`config.mk`:
```
export PLATFORM = sky130hd
export DESIGN_NAME = mono_note_priority_stack_flat
export DESIGN_NICKNAME = d
export VERILOG_FILES = /design/src/rtl/mnps_pkg.sv /design/src/rtl/mnps_if.sv /design/src/rtl/mnps_entry_ram.sv /design/src/rtl/mnps_slot_unit.sv /design/src/rtl/mono_note_priority_stack.sv /design/src/flat_wrapper.sv
export SDC_FILE = /design/constraint.sdc
export NUM_CORES = 1
export LEC_CHECK = 0
export BUFFER_PORTS_ARGS = -buffer_cell sky130_fd_sc_hd__buf_4
export CELL_PAD_IN_SITES_DETAIL_PLACEMENT = 1
export CELL_PAD_IN_SITES_GLOBAL_PLACEMENT = 2
export CORE_UTILIZATION = 45
export CTS_CLUSTER_SIZE = 8
export DETAILED_ROUTE_END_ITERATION = 7
export GPL_TIMING_DRIVEN = 0
export PLACE_DENSITY_LB_ADDON = 0.12
export SYNTH_ARGS = -nofsm -noshare
export SYNTH_HDL_FRONTEND = slang
export SYNTH_HIERARCHICAL = 1
export SYNTH_SLANG_ARGS = --single-unit
```
`constraint.sdc`:
```
create_clock -name clk_i -period 7.57 [get_ports clk_i]
set_clock_uncertainty 0.15 [all_clocks]
set_input_delay 0.757 -clock clk_i [delete_from_list [all_inputs] [get_ports clk_i]]
set_output_delay 0.757 -clock clk_i [all_outputs]
set_load 0.005 [all_outputs]
```
`src/rtl/mnps_pkg.sv`:
```
// ----------------------------------------------------------------------------
// mnps_pkg
// Shared widths, command and priority codes, sequencer states and the
// control word handed to the slot unit.
// ----------------------------------------------------------------------------
package mnps_pkg;

  localparam int unsigned CmdW  = 2;
  localparam int unsigned PrioW = 2;
  localparam int unsigned NoteW = 7;
  localparam int unsigned VelW  = 7;

  typedef enum logic [CmdW-1:0] {
    CMD_NOTE_ON  = 2'd0,
    CMD_NOTE_OFF = 2'd1,
    CMD_CLEAR    = 2'd2
  } mnps_cmd_e;

  typedef enum logic [PrioW-1:0] {
    PRIO_LAST = 2'd0,
    PRIO_HIGH = 2'd1,
    PRIO_LOW  = 2'd2
  } mnps_prio_e;

  typedef enum logic [1:0] {
    ST_IDLE   = 2'd0,
    ST_SCAN   = 2'd1,
    ST_UPDATE = 2'd2,
    ST_DONE   = 2'd3
  } mnps_state_e;

  typedef struct packed {
    mnps_prio_e             prio;
    logic                   remove;
    logic [NoteW-1:0]       note;
    logic [VelW-1:0]        vel;
  } mnps_ctl_t;

endpackage

```
`src/rtl/mnps_if.sv`:
```
// ----------------------------------------------------------------------------
// mnps_if
// Valid/ready channels: event words in, result words out, and the
// priority mode register write.
// ----------------------------------------------------------------------------
interface mnps_evt_if;
  logic                       valid;
  logic                       ready;
  logic [mnps_pkg::CmdW-1:0]  cmd;
  logic [mnps_pkg::NoteW-1:0] note;
  logic [mnps_pkg::VelW-1:0]  velocity;

  modport source (output valid, cmd, note, velocity, input ready);
  modport sink   (input valid, cmd, note, velocity, output ready);
endinterface

interface mnps_res_if;
  logic                       valid;
  logic                       ready;
  logic                       active_changed;
  logic                       note_was_held;
  logic                       active_valid;
  logic [mnps_pkg::NoteW-1:0] active_note;
  logic [mnps_pkg::VelW-1:0]  active_velocity;

  modport source (output valid, active_changed, note_was_held, active_valid, active_note,
                  active_velocity, input ready);
  modport sink   (input valid, active_changed, note_was_held, active_valid, active_note,
                  active_velocity, output ready);
endinterface

interface mnps_cfg_if;
  logic                       valid;
  logic                       ready;
  logic [mnps_pkg::PrioW-1:0] priority_mode;

  modport source (output valid, priority_mode, input ready);
  modport sink   (input valid, priority_mode, output ready);
endinterface

```
`src/rtl/mnps_entry_ram.sv`:
```
// ----------------------------------------------------------------------------
// mnps_entry_ram
// Entry store: one write port, one read port with registered read data.
// ----------------------------------------------------------------------------
module mnps_entry_ram #(
  parameter int unsigned DEPTH = 16,
  parameter int unsigned AW    = 4,
  parameter int unsigned DW    = 18
) (
  input  logic          clk_i,
  input  logic          we_i,
  input  logic [AW-1:0] waddr_i,
  input  logic [DW-1:0] wdata_i,
  input  logic          re_i,
  input  logic [AW-1:0] raddr_i,
  output logic [DW-1:0] rdata_o
);

  logic [DW-1:0] mem_q [DEPTH];
  logic [DW-1:0] rdata_q;

  always_ff @(posedge clk_i) begin
    if (we_i) begin
      mem_q[waddr_i] <= wdata_i;
    end
  end

  always_ff @(posedge clk_i) begin
    if (re_i) begin
      rdata_q <= mem_q[raddr_i];
    end
  end

  assign rdata_o = rdata_q;

endmodule

```
`src/rtl/mnps_slot_unit.sv`:
```
// ----------------------------------------------------------------------------
// mnps_slot_unit
// Shared per-slot unit: note match, entry rewrite with rank update, and
// priority compare against the best entry so far.
// ----------------------------------------------------------------------------
module mnps_slot_unit #(
  parameter int unsigned AW = 4
) (
  input  mnps_pkg::mnps_ctl_t         ctl_i,
  input  logic [AW-1:0]               idx_i,
  input  logic [AW-1:0]               k_i,
  input  logic [AW-1:0]               r_i,
  input  logic [AW-1:0]               ins_age_i,
  input  logic [mnps_pkg::NoteW-1:0]  rd_note_i,
  input  logic [mnps_pkg::VelW-1:0]   rd_vel_i,
  input  logic [AW-1:0]               rd_age_i,
  input  logic [mnps_pkg::NoteW-1:0]  last_note_i,
  input  logic [mnps_pkg::VelW-1:0]   last_vel_i,
  input  logic [AW-1:0]               last_age_i,
  input  logic                        best_vld_i,
  input  logic [mnps_pkg::NoteW-1:0]  best_note_i,
  input  logic [AW-1:0]               best_age_i,
  output logic                        match_o,
  output logic [mnps_pkg::NoteW-1:0]  wr_note_o,
  output logic [mnps_pkg::VelW-1:0]   wr_vel_o,
  output logic [AW-1:0]               wr_age_o,
  output logic                        better_o
);

  import mnps_pkg::*;

  logic [NoteW-1:0] src_note;
  logic [VelW-1:0]  src_vel;
  logic [AW-1:0]    src_age;
  logic             hit_k;
  logic             cmp;

  assign hit_k   = (idx_i == k_i);
  assign match_o = (rd_note_i == ctl_i.note);

  always_comb begin
    src_note = rd_note_i;
    src_vel  = rd_vel_i;
    src_age  = rd_age_i;
    if (ctl_i.remove && hit_k) begin
      src_note = last_note_i;
      src_vel  = last_vel_i;
      src_age  = last_age_i;
    end
    wr_note_o = src_note;
    wr_vel_o  = src_vel;
    wr_age_o  = (src_age > r_i) ? src_age - AW'(1) : src_age;
    if (!ctl_i.remove && hit_k) begin
      wr_note_o = ctl_i.note;
      wr_vel_o  = ctl_i.vel;
      wr_age_o  = ins_age_i;
    end
  end

  always_comb begin
    unique case (ctl_i.prio)
      PRIO_HIGH: cmp = (wr_note_o > best_note_i);
      PRIO_LOW:  cmp = (wr_note_o < best_note_i);
      default:   cmp = (wr_age_o > best_age_i);
    endcase
  end

  assign better_o = !best_vld_i || cmp;

endmodule

```
`src/rtl/mono_note_priority_stack.sv`:
```
// ----------------------------------------------------------------------------
// mono_note_priority_stack
// Monophonic note priority stack: held notes with velocity and age rank,
// active note picked as last pressed, highest or lowest.
//
//   channel  dir  payload                                        handshake
//   evt_i    in   cmd, note, velocity                            valid/ready
//   res_o    out  active_changed, note_was_held, active_valid,   valid/ready
//                 active_note, active_velocity
//   cfg_i    in   priority_mode                                  valid/ready
//
// An event runs a scan pass over the held slots for the match, the oldest and
// the last entry, then a read-modify-write pass that rewrites ranks and picks
// the active note, each one slot per cycle and each waiting for the read port
// to drain; the done state then loads the result and the idle state takes the
// next word. Clear, unknown and note-off of an unheld note skip the second pass.
// Reset clears the held count, active note and mode; entries are not cleared.
// The result register holds until taken; the next event is accepted while it
// waits, and the sequencer stalls at the end of that event if still unread.
// ----------------------------------------------------------------------------
module mono_note_priority_stack #(
  parameter int unsigned DEPTH = 16
) (
  input  logic            clk_i,
  input  logic            rst_ni,
  mnps_evt_if.sink        evt_i,
  mnps_res_if.source      res_o,
  mnps_cfg_if.sink        cfg_i
);

  import mnps_pkg::*;

  localparam int unsigned AW = (DEPTH > 1) ? $clog2(DEPTH) : 1;
  localparam int unsigned CW = $clog2(DEPTH + 1);
  localparam int unsigned DW = NoteW + VelW + AW;

  mnps_state_e      state_q, state_d;
  logic [PrioW-1:0] prio_q;
  mnps_cmd_e        cmd_q;
  logic [NoteW-1:0] note_q;
  logic [VelW-1:0]  vel_q;
  logic             prev_valid_q;
  logic [NoteW-1:0] prev_note_q;
  logic [CW-1:0]    count_q;
  logic [NoteW-1:0] cur_note_q;
  logic [VelW-1:0]  cur_vel_q;

  logic [CW-1:0]    iss_q;
  logic             pend_q;
  logic [AW-1:0]    pidx_q;

  logic             found_q;
  logic [AW-1:0]    slot_q;
  logic [AW-1:0]    mage_q;
  logic [AW-1:0]    oldest_q;
  logic [NoteW-1:0] last_note_q;
  logic [VelW-1:0]  last_vel_q;
  logic [AW-1:0]    last_age_q;

  logic [AW-1:0]    upd_k_q;
  logic [AW-1:0]    upd_r_q;
  logic [AW-1:0]    ins_age_q;
  logic             remove_q;
  logic [CW-1:0]    new_count_q;

  logic             best_vld_q;
  logic [NoteW-1:0] best_note_q;
  logic [VelW-1:0]  best_vel_q;
  logic [AW-1:0]    best_age_q;

  logic             res_valid_q;
  logic             res_changed_q;
  logic             res_held_q;
  logic             res_act_q;
  logic [NoteW-1:0] res_note_q;
  logic [VelW-1:0]  res_vel_q;

  logic             evt_acc;
  logic [CW-1:0]    limit;
  logic             rd_en;
  logic             pass_done;
  logic             mem_we;
  logic             res_load;
  logic             changed;
  logic             full;

  logic [DW-1:0]    rdata;
  logic [NoteW-1:0] rd_note;
  logic [VelW-1:0]  rd_vel;
  logic [AW-1:0]    rd_age;
  mnps_ctl_t        ctl;
  logic             match;
  logic [NoteW-1:0] wr_note;
  logic [VelW-1:0]  wr_vel;
  logic [AW-1:0]    wr_age;
  logic             better;

  assign cfg_i.ready = 1'b1;
  assign evt_acc     = evt_i.valid && evt_i.ready;
  assign full        = (count_q == CW'(DEPTH));

  assign limit     = (state_q == ST_SCAN) ? count_q : new_count_q;
  assign pass_done = (iss_q == limit) && !pend_q;

  // outputs of the sequencer
  always_comb begin
    evt_i.ready = 1'b0;
    rd_en       = 1'b0;
    mem_we      = 1'b0;
    res_load    = 1'b0;
    unique case (state_q)
      ST_IDLE:   evt_i.ready = 1'b1;
      ST_SCAN:   rd_en = (iss_q < limit);
      ST_UPDATE: begin
        rd_en  = (iss_q < limit);
        mem_we = pend_q;
      end
      ST_DONE:   res_load = !res_valid_q || res_o.ready;
      default:   ;
    endcase
  end

  // next state
  always_comb begin
    state_d = state_q;
    unique case (state_q)
      ST_IDLE: begin
        if (evt_acc) state_d = ST_SCAN;
      end
      ST_SCAN: begin
        if (pass_done) begin
          if ((cmd_q == CMD_NOTE_ON) || ((cmd_q == CMD_NOTE_OFF) && found_q)) begin
            state_d = ST_UPDATE;
          end else begin
            state_d = ST_DONE;
          end
        end
      end
      ST_UPDATE: begin
        if (pass_done) state_d = ST_DONE;
      end
      ST_DONE: begin
        if (res_load) state_d = ST_IDLE;
      end
      default: state_d = ST_IDLE;
    endcase
  end

  assign rd_note = rdata[DW-1 -: NoteW];
  assign rd_vel  = rdata[AW +: VelW];
  assign rd_age  = rdata[AW-1:0];

  assign ctl.prio   = mnps_prio_e'(prio_q);
  assign ctl.remove = remove_q;
  assign ctl.note   = note_q;
  assign ctl.vel    = vel_q;

  mnps_entry_ram #(
    .DEPTH (DEPTH),
    .AW    (AW),
    .DW    (DW)
  ) u_ram (
    .clk_i   (clk_i),
    .we_i    (mem_we),
    .waddr_i (pidx_q),
    .wdata_i ({wr_note, wr_vel, wr_age}),
    .re_i    (rd_en),
    .raddr_i (iss_q[AW-1:0]),
    .rdata_o (rdata)
  );

  mnps_slot_unit #(
    .AW (AW)
  ) u_unit (
    .ctl_i       (ctl),
    .idx_i       (pidx_q),
    .k_i         (upd_k_q),
    .r_i         (upd_r_q),
    .ins_age_i   (ins_age_q),
    .rd_note_i   (rd_note),
    .rd_vel_i    (rd_vel),
    .rd_age_i    (rd_age),
    .last_note_i (last_note_q),
    .last_vel_i  (last_vel_q),
    .last_age_i  (last_age_q),
    .best_vld_i  (best_vld_q),
    .best_note_i (best_note_q),
    .best_age_i  (best_age_q),
    .match_o     (match),
    .wr_note_o   (wr_note),
    .wr_vel_o    (wr_vel),
    .wr_age_o    (wr_age),
    .better_o    (better)
  );

  always_comb begin
    unique case (cmd_q)
      CMD_NOTE_ON:  changed = !prev_valid_q || (cur_note_q != prev_note_q);
      CMD_NOTE_OFF: changed = found_q && ((count_q == '0) || (cur_note_q != prev_note_q));
      CMD_CLEAR:    changed = prev_valid_q;
      default:      changed = 1'b0;
    endcase
  end

  // control state
  always_ff @(posedge clk_i or negedge rst_ni) begin
    if (!rst_ni) begin
      state_q     <= ST_IDLE;
      prio_q      <= PRIO_LAST;
      count_q     <= '0;
      cur_note_q  <= '0;
      cur_vel_q   <= '0;
      iss_q       <= '0;
      pend_q      <= 1'b0;
      found_q     <= 1'b0;
      remove_q    <= 1'b0;
      new_count_q <= '0;
      best_vld_q  <= 1'b0;
      res_valid_q <= 1'b0;
    end else begin
      state_q <= state_d;
      pend_q  <= rd_en;
      if (cfg_i.valid && cfg_i.ready) begin
        prio_q <= cfg_i.priority_mode;
      end
      if (rd_en) begin
        iss_q <= iss_q + CW'(1);
      end
      if (evt_acc) begin
        iss_q   <= '0;
        found_q <= 1'b0;
      end
      if ((state_q == ST_SCAN) && pend_q && match && !found_q) begin
        found_q <= 1'b1;
      end
      if ((state_q == ST_SCAN) && pass_done) begin
        iss_q      <= '0;
        best_vld_q <= 1'b0;
        remove_q   <= (cmd_q == CMD_NOTE_OFF);
        if (cmd_q == CMD_NOTE_ON) begin
          new_count_q <= (found_q || full) ? count_q : count_q + CW'(1);
        end else begin
          new_count_q <= count_q - CW'(1);
        end
        if (cmd_q == CMD_CLEAR) begin
          count_q    <= '0;
          cur_note_q <= '0;
          cur_vel_q  <= '0;
        end
      end
      if ((state_q == ST_UPDATE) && pend_q && better) begin
        best_vld_q <= 1'b1;
      end
      if ((state_q == ST_UPDATE) && pass_done) begin
        count_q    <= new_count_q;
        cur_note_q <= best_vld_q ? best_note_q : '0;
        cur_vel_q  <= best_vld_q ? best_vel_q : '0;
      end
      if (res_load) begin
        res_valid_q <= 1'b1;
      end else if (res_o.ready) begin
        res_valid_q <= 1'b0;
      end
    end
  end

  // payload
  always_ff @(posedge clk_i) begin
    if (evt_acc) begin
      cmd_q        <= mnps_cmd_e'(evt_i.cmd);
      note_q       <= evt_i.note;
      vel_q        <= evt_i.velocity;
      prev_valid_q <= (count_q != '0);
      prev_note_q  <= cur_note_q;
    end
    if (rd_en) begin
      pidx_q <= iss_q[AW-1:0];
    end
    if ((state_q == ST_SCAN) && pend_q) begin
      if (match && !found_q) begin
        slot_q <= pidx_q;
        mage_q <= rd_age;
      end
      if (rd_age == '0) begin
        oldest_q <= pidx_q;
      end
      if (CW'(pidx_q) == count_q - CW'(1)) begin
        last_note_q <= rd_note;
        last_vel_q  <= rd_vel;
        last_age_q  <= rd_age;
      end
    end
    if ((state_q == ST_SCAN) && pass_done) begin
      if (cmd_q == CMD_NOTE_ON) begin
        if (found_q) begin
          upd_k_q   <= slot_q;
          upd_r_q   <= mage_q;
          ins_age_q <= AW'(count_q - CW'(1));
        end else if (full) begin
          upd_k_q   <= oldest_q;
          upd_r_q   <= '0;
          ins_age_q <= AW'(count_q - CW'(1));
        end else begin
          upd_k_q   <= AW'(count_q);
          upd_r_q   <= '1;
          ins_age_q <= AW'(count_q);
        end
      end else begin
        upd_k_q   <= slot_q;
        upd_r_q   <= mage_q;
        ins_age_q <= '0;
      end
    end
    if ((state_q == ST_UPDATE) && pend_q && better) begin
      best_note_q <= wr_note;
      best_vel_q  <= wr_vel;
      best_age_q  <= wr_age;
    end
    if (res_load) begin
      res_changed_q <= changed;
      res_held_q    <= found_q;
      res_act_q     <= (count_q != '0);
      res_note_q    <= cur_note_q;
      res_vel_q     <= cur_vel_q;
    end
  end

  assign res_o.valid           = res_valid_q;
  assign res_o.active_changed  = res_changed_q;
  assign res_o.note_was_held   = res_held_q;
  assign res_o.active_valid    = res_act_q;
  assign res_o.active_note     = res_note_q;
  assign res_o.active_velocity = res_vel_q;

  assert property (@(posedge clk_i) disable iff (!rst_ni)
    count_q <= CW'(DEPTH))
    else $error("held count above depth");

  assert property (@(posedge clk_i) disable iff (!rst_ni)
    (count_q == '0) |-> ((cur_note_q == '0) && (cur_vel_q == '0)))
    else $error("active note left over with empty stack");

  assert property (@(posedge clk_i) disable iff (!rst_ni)
    mem_we |-> (CW'(pidx_q) < new_count_q))
    else $error("entry write beyond held slots");

  assert property (@(posedge clk_i) disable iff (!rst_ni)
    ((state_q == ST_DONE) && (cmd_q == CMD_CLEAR)) |-> (count_q == '0))
    else $error("clear left notes held");

  assert property (@(posedge clk_i) disable iff (!rst_ni)
    (state_q == ST_IDLE) |-> !pend_q)
    else $error("read still pending when idle");

endmodule
```
`src/flat_wrapper.sv`:
```
// flat-port wrapper written by rule: the top's interface ports become plain ports
module mono_note_priority_stack_flat import mnps_pkg::*;
#(
  parameter int unsigned DEPTH = 16
)
  (clk_i, rst_ni, evt_i_valid, evt_i_cmd, evt_i_note, evt_i_velocity, evt_i_ready, res_o_valid, res_o_active_changed, res_o_note_was_held, res_o_active_valid, res_o_active_note, res_o_active_velocity, res_o_ready, cfg_i_valid, cfg_i_priority_mode, cfg_i_ready);
  mnps_evt_if evt_i_i ();
  mnps_res_if res_o_i ();
  mnps_cfg_if cfg_i_i ();
  input  logic clk_i;
  input  logic rst_ni;
  input wire logic [$bits(evt_i_i.valid)-1:0] evt_i_valid;
  input wire logic [$bits(evt_i_i.cmd)-1:0] evt_i_cmd;
  input wire logic [$bits(evt_i_i.note)-1:0] evt_i_note;
  input wire logic [$bits(evt_i_i.velocity)-1:0] evt_i_velocity;
  output wire logic [$bits(evt_i_i.ready)-1:0] evt_i_ready;
  output wire logic [$bits(res_o_i.valid)-1:0] res_o_valid;
  output wire logic [$bits(res_o_i.active_changed)-1:0] res_o_active_changed;
  output wire logic [$bits(res_o_i.note_was_held)-1:0] res_o_note_was_held;
  output wire logic [$bits(res_o_i.active_valid)-1:0] res_o_active_valid;
  output wire logic [$bits(res_o_i.active_note)-1:0] res_o_active_note;
  output wire logic [$bits(res_o_i.active_velocity)-1:0] res_o_active_velocity;
  input wire logic [$bits(res_o_i.ready)-1:0] res_o_ready;
  input wire logic [$bits(cfg_i_i.valid)-1:0] cfg_i_valid;
  input wire logic [$bits(cfg_i_i.priority_mode)-1:0] cfg_i_priority_mode;
  output wire logic [$bits(cfg_i_i.ready)-1:0] cfg_i_ready;
  assign evt_i_i.valid = evt_i_valid;
  assign evt_i_i.cmd = evt_i_cmd;
  assign evt_i_i.note = evt_i_note;
  assign evt_i_i.velocity = evt_i_velocity;
  assign evt_i_ready = evt_i_i.ready;
  assign res_o_valid = res_o_i.valid;
  assign res_o_active_changed = res_o_i.active_changed;
  assign res_o_note_was_held = res_o_i.note_was_held;
  assign res_o_active_valid = res_o_i.active_valid;
  assign res_o_active_note = res_o_i.active_note;
  assign res_o_active_velocity = res_o_i.active_velocity;
  assign res_o_i.ready = res_o_ready;
  assign cfg_i_i.valid = cfg_i_valid;
  assign cfg_i_i.priority_mode = cfg_i_priority_mode;
  assign cfg_i_ready = cfg_i_i.ready;
  mono_note_priority_stack #(.DEPTH(DEPTH)) u_core (.clk_i(clk_i), .rst_ni(rst_ni), .evt_i(evt_i_i), .res_o(res_o_i), .cfg_i(cfg_i_i));
endmodule
```
Word-level counts from Yosys, hierarchy flattened:

Memories as Yosys holds them, arrays and structs flattened. A register that Yosys moved wholly into a read port is not among the register bits.
Index checks and enable logic that the tools add are counted.

* output and inout port bits: 20
* memory bits (writable): 288
* register bits after elaboration: 143
* memories kept: 1
* bits of input ports: 23
* logic and storage cells: 155

Memory list
* u_core.u_ram.mem_q: depth 16, bits a word 18, rd ports 1, clocked after Yosys merged registers in 1, write ports 1, line mnps_entry_ram.sv:19 `logic [DW-1:0] mem_q [DEPTH];`

* $add $sub $neg: 4
* reductions and logical operators: 43
* muxes and demuxes: 50
* $lt $le $gt $ge: 5
* equality and inequality tests: 17

Operators by type and width (count)
* $mux 7: 10
* $mux 5: 9
* $mux 4: 11
* $logic_and 1x1->1: 14
* $mux 1: 13
* $add 5x1->5 const B: 2
* $reduce_bool 2->1: 5
* $eq 2x2->1 const B: 4
* $gt 4x4->1: 2
* $mux 2: 4
* $ne 2x1->1 const B: 4
* $pmux 2 s4: 1
* $reduce_and 2->1: 4
* $eq 7x7->1: 1
* $gt 7x7->1: 1
* $lt 7x7->1: 1
* $ne 7x7->1: 1
* $eq 2x1->1 const B: 3
* $logic_not 1->1: 6
* $logic_or 1x1->1: 6
* $eq 4x5->1: 1
* $eq 5x5->1: 1
* $eq 5x5->1 const B: 1
* $logic_not 5->1: 1
* 12 further kinds: 13

Depth between registers and ports, before layout:

* depth in word-level cells: 11
* depth in mapped cells: 23
* mapped depth without buffers: 22

Hierarchy:

The synthesis kept the hierarchy.

By module, submodules not included
* mnps_entry_ram: times used 1, area each 11502.3 um2, cells each 482, seq. area each 9188.8 um2
* mono_note_priority_stack: times used 1, area each 5637.9 um2, cells each 359, seq. area each 4103.9 um2
* mnps_slot_unit: times used 1, area each 1216.2 um2, cells each 174, seq. area each 0.0 um2

Worst setup path before layout:

Ideal clock, no wire load.

* path kind: reg-to-reg
* start point: register u_core.pidx_q[0]
* end point: register u_core.best_age_q[0] (enable)
* data arrival time: 4917 ps
* slack: 2126 ps
* data required time: 7043 ps
* stages on the path, launching flop included: 19
* path buffers: 1
* cells stage by stage: edfxtp_1 > xnor2_1 > and4_1 > buf_6 > a21oi_1 > a21oi_1 > inv_1 > ha_1 > and2b_2 > a41o_1 > a31oi_4 > o21ai_1 > and3_1 > a311oi_1 > ha_1 > a41oi_1 > nand2_1 > o311ai_0 > and3_1

* cells in the longest elaborated chain, start to end: 10
* elaborated cells on any way between the ends: 16
* classes of those cells: 1 x add/sub; 4 x order compare; 1 x eq/ne; 6 x mux; 4 x reduce/logical

Ends and longest elaborated chain
* start, declared: line mono_note_priority_stack.sv:50 `logic [AW-1:0] pidx_q;`
* start signal, assigned: line mono_note_priority_stack.sv:277 `pidx_q <= iss_q[AW-1:0];`
* $eq 4x4->1 (*): line mnps_slot_unit.sv:38 `assign hit_k = (idx_i == k_i);`
* $logic_and 1x1->1: line mnps_slot_unit.sv:45 `if (ctl_i.remove && hit_k) begin`
* $mux 4: line mnps_slot_unit.sv:45
* $sub 4x1->4 or $gt 4x4->1 (tied branches): line mnps_slot_unit.sv:52 `wr_age_o = (src_age > r_i) ? src_age - AW'(1) : src_age;`
* $mux 4: line mnps_slot_unit.sv:52
* $mux 4 (*): line mnps_slot_unit.sv:53 `if (!ctl_i.remove && hit_k) begin`
* net u_core.wr_age[3]: line mono_note_priority_stack.sv:95 `logic [AW-1:0] wr_age;`
* $gt 4x4->1 (*): line mnps_slot_unit.sv:64 `default: cmp = (wr_age_o > best_age_i);`
* $pmux 1 s2 (*): line mnps_slot_unit.sv:61 `unique case (ctl_i.prio)`
* $logic_or 1x1->1 (*): line mnps_slot_unit.sv:68 `assign better_o = !best_vld_i || cmp;`
* net u_core.better: line mono_note_priority_stack.sv:96 `logic better;`
* $logic_and 1x1->1 (*): line mono_note_priority_stack.sv:314 `if ((state_q == ST_UPDATE) && pend_q && better) begin`
* end signal, assigned: line mono_note_priority_stack.sv:317 `best_age_q <= wr_age;`
* end, declared: line mono_note_priority_stack.sv:69 `logic [AW-1:0] best_age_q;`

The timed path passes the listed nets; every way through them passes the cells marked *.
A chain may end at the register's enable or synchronous reset.

Worst setup path in the final report:

* start point: register u_core.pidx_q[0]
* end point: register u_core.best_vel_q[3] (enable)

* cells in the longest elaborated chain, start to end: 10
* elaborated cells on any way between the ends: 16
* classes of those cells: 1 x add/sub; 4 x order compare; 1 x eq/ne; 6 x mux; 4 x reduce/logical

Ends and longest elaborated chain
* $eq 4x4->1 (*): line mnps_slot_unit.sv:38
* $logic_and 1x1->1: line mnps_slot_unit.sv:45
* $mux 4: line mnps_slot_unit.sv:45
* $sub 4x1->4 or $gt 4x4->1 (tied branches): line mnps_slot_unit.sv:52
* $mux 4: line mnps_slot_unit.sv:52
* $mux 4 (*): line mnps_slot_unit.sv:53
* net u_core.wr_age[1]: line mono_note_priority_stack.sv:95
* $gt 4x4->1 (*): line mnps_slot_unit.sv:64
* $pmux 1 s2 (*): line mnps_slot_unit.sv:61
* $logic_or 1x1->1 (*): line mnps_slot_unit.sv:68
* net u_core.better: line mono_note_priority_stack.sv:96
* $logic_and 1x1->1 (*): line mono_note_priority_stack.sv:314
* end signal, assigned: line mono_note_priority_stack.sv:316 `best_vel_q <= wr_vel;`
* end, declared: line mono_note_priority_stack.sv:68 `logic [VelW-1:0] best_vel_q;`

Marked as above.

==> results.toml <==
[outcome]
status = "completed"

[floorplan]
coreArea_um2 = 40000
pin_count = 43
start_util = 0.459
die-height_um = 204
rows = 73
die_area_um2 = 41600
dieWidth_um = 204

[final_layout]
final_area_um2 = 21600
syn2layout_area_growth_pct = 17.9
layout_common_cells = "edfxtp_1, clkbuf_16, mux4_2"
nets = 1202
post-route-util = 0.541
drive_above_1_share = 0.233
antenna_cells = 0
final_common_cell = "edfxtp_1"

[drt]
drt-wirelength-per-cell_um = 25.4
drtPass1Iterations = 5
wl_mm = 43.2
vias_per_cell = 5.69
ant_nets = 0
drc = 0
drt-initial-drc-count = 578
vias = 9687

[timing]
relSlewSlack = 0.110
finalSetupViolations = 0
fin_setup_tns_ps = 0
layout_min_cycle_time_ps = 6890
setup_slack_ps = 681
fin_crit_sh = 0.910
timing.hold.ws_ps = 16.3
hold_viol_final = 0
fmax_mhz = 145
slew_violations = 0
rsz0062_at_grt = "no"
tightestPinTransition_ps = 1330

[clocking]
cts_resized = 0
clock_latency_ps = 570
cts_setup_buffers = 0
cts_root_buf = "clkbuf_16"
cts_buffers = 66
clkTransAtPathRegs_ps = 50
holdBufCountCts = 0
clock_path_buffers = 3
cts_tree = "yes"
htree_levels = 3
clock-sinks = 449

[yosys]
synth_top_area_share = 0.672
yosys.area.top_type = "edfxtp_1"
synth_edf_count = 411
synthCells = 1015
yosys_warnings = 6
ys.flop_type = "edfxtp_1"
synth.avg_cell_area_um2 = 18.1
syn-cell-area_um2 = 18400
ys_seq_elements = 449
syn-num-nets = 1067
yosys.cell_types.count = 86
postSynth.asyncResetShare = 0.0846
netlist_top_cells_area = "edfxtp_1, mux4_2, dfrtp_1"
yosysSeqAreaShare = 0.724

[grt]
grt_max_degree = 39
grt_pass1_vias = 10383
grt_pass1_wl_mm = 65.5
grt.total_usage = 0.216
grt_overflow = 0
antenna_found_initial = 0

[power]
powerDensity_nw_per_um2 = 245
power_leakage_nw = 7.39
peakVddDrop_mv = 0.169

[worst_setup_path]
arrival_ps = 6930
crit_required_ps = 7610
cp-start-kind = "flop"
path_max_fanout = 19
crit_type = "flop to flop"
end_kind = "flop"

[place]
post_dp_cell_area_um2 = 19800
place_worst_setup_slack_ps = 614
port_buffers = 41
globalplace.congestion = 0.754
hpwl_mm = 29.3

[worst_hold_path]
hold_class = "primary input to asynchronous set/reset pin"

[run]
maxCapViolCount = 0
worst paths after layout:
path	from	endpoint	slack [ps]	depth (start not counted)
worst max-delay path	u_core/pidx_q[0]	u_core/best_vel_q[3]	680	21
worst min-delay path	rst_ni	u_core/cur_vel_q[3]	20	1
worst max register to register	u_core/pidx_q[0]	u_core/best_vel_q[3]	680	21
worst min register to register	u_core/u_ram/rdata_o[4]	u_core/last_vel_q[0]	300	0
max in group asynchronous	rst_ni	u_core/new_count_q[1]	6860	1
min in group clk_i	evt_i_cmd[0]	u_core/cmd_q[0]	210	1
metal layers:
layer	wire length, um	vias to the layer above	part of all wire	global-route usage
met5	0	-	0	0
met3	1910	78	0.044	0.0381
met4	1020	0	0.024	0.0653
met1	20300	5031	0.47	0.313
li1	-	4345	-	-
met2	20000	233	0.46	0.335
stage by stage:
stage / std cells / total power, mW
after global routing: 1703 / 5.46
after floorplan: 1015 / 2.73
final: 1703 / 5.31
after global placement: 1581 / 2.74
after CTS: 1703 / 5.38
after detailed placement: 1607 / 2.74
cell usage after synthesis (2+ instances only):
library cell / number
and3_1: 6
edfxtp_1: 411
ha_1: 29
inv_1: 30
nor4_1: 3
buf_2: 13
buf_6: 7
a22o_2: 5
o21ai_0: 16
a211oi_1: 2
dfrtp_1: 38
buf_1: 4
a311oi_1: 3
mux4_2: 50
xor2_1: 8
a22o_1: 15
a21boi_1: 2
nor3_1: 11
buf_4: 4
a21o_1: 6
nand4b_1: 2
o211ai_1: 2
o31ai_1: 4
nor2b_1: 9
o21a_1: 7
and2_1: 4
mux2_2: 3
nand3b_1: 4
a22oi_1: 37
a31oi_1: 2
clkbuf_1: 17
nor2_1: 44
nand3_1: 8
nand4_1: 8
a21oi_1: 34
nand2b_1: 11
and4b_1: 2
or4_1: 2
xnor2_1: 19
nand2_1: 44
mux2i_1: 22
mux4_1: 22
o21ai_1: 2
worst max-delay path, stage by stage, from the launching register on:
cell      delay (ps)
edfxtp_1         750
xnor2_1          210
nand4_1          350
nor2_1           400
a21oi_1          210
inv_1            100
ha_1             240
and2b_2          230
a41o_1           270
a31oi_4          210
o31ai_4          130
and3_1           190
a311oi_2        1090
ha_1             280
nor2b_1          130
o21ai_0           80
nand2b_1          70
a21oi_1           80
a41oi_1          230
nand2_1          100
o311ai_0         130
and3_1           830
sequential cells by signal (all words and copies together) (netlist names), 7 cells and up:
signal,flops
u_core/res_o.active_note,7
u_core/u_ram/mem_q,288
u_core/note_q,7
u_core/last_vel_q,7
u_core/res_o.active_velocity,7
u_core/cur_vel_q,7
u_core/prev_note_q,7
u_core/u_ram/rdata_o,18
u_core/best_note_q,7
u_core/last_note_q,7
u_core/vel_q,7
u_core/best_vel_q,7
u_core/cur_note_q,7
final cells by class:
type / count / area (um2)
inverter: 30 / 113
timing repair buffer: 67 / 691
buffer: 47 / 282
sequential: 449 / 13300
clock inverter: 7 / 78.8
multi-input combinational: 489 / 4800
fill: 3614 / 18400
tap: 525 / 657
clock buffer: 89 / 1740
power by group:
| group | internal, mW | switching [mW] | total (mW) | leakage (nW) |
|---|---|---|---|---|
| combinational | 0.00975 | 0.00805 | 0.0178 | 2.29 |
| clock | 1.59 | 1.03 | 2.62 | 0.875 |
| sequential | 2.68 | 0.00101 | 2.68 | 4.23 |
kinds of logic after synthesis:
group,after synthesis,synth area share
adders and majority gates,29,0.0198
DFF,449,0.724
and+or+nand+nor,175,0.0502
other,1,0.000204
muxes,98,0.107
AOI/OAI and AO/OA,159,0.0641
xor gates and xnor gates,27,0.0129
buffers and inverters,77,0.0215
Power figures use the tool's default switching activity.
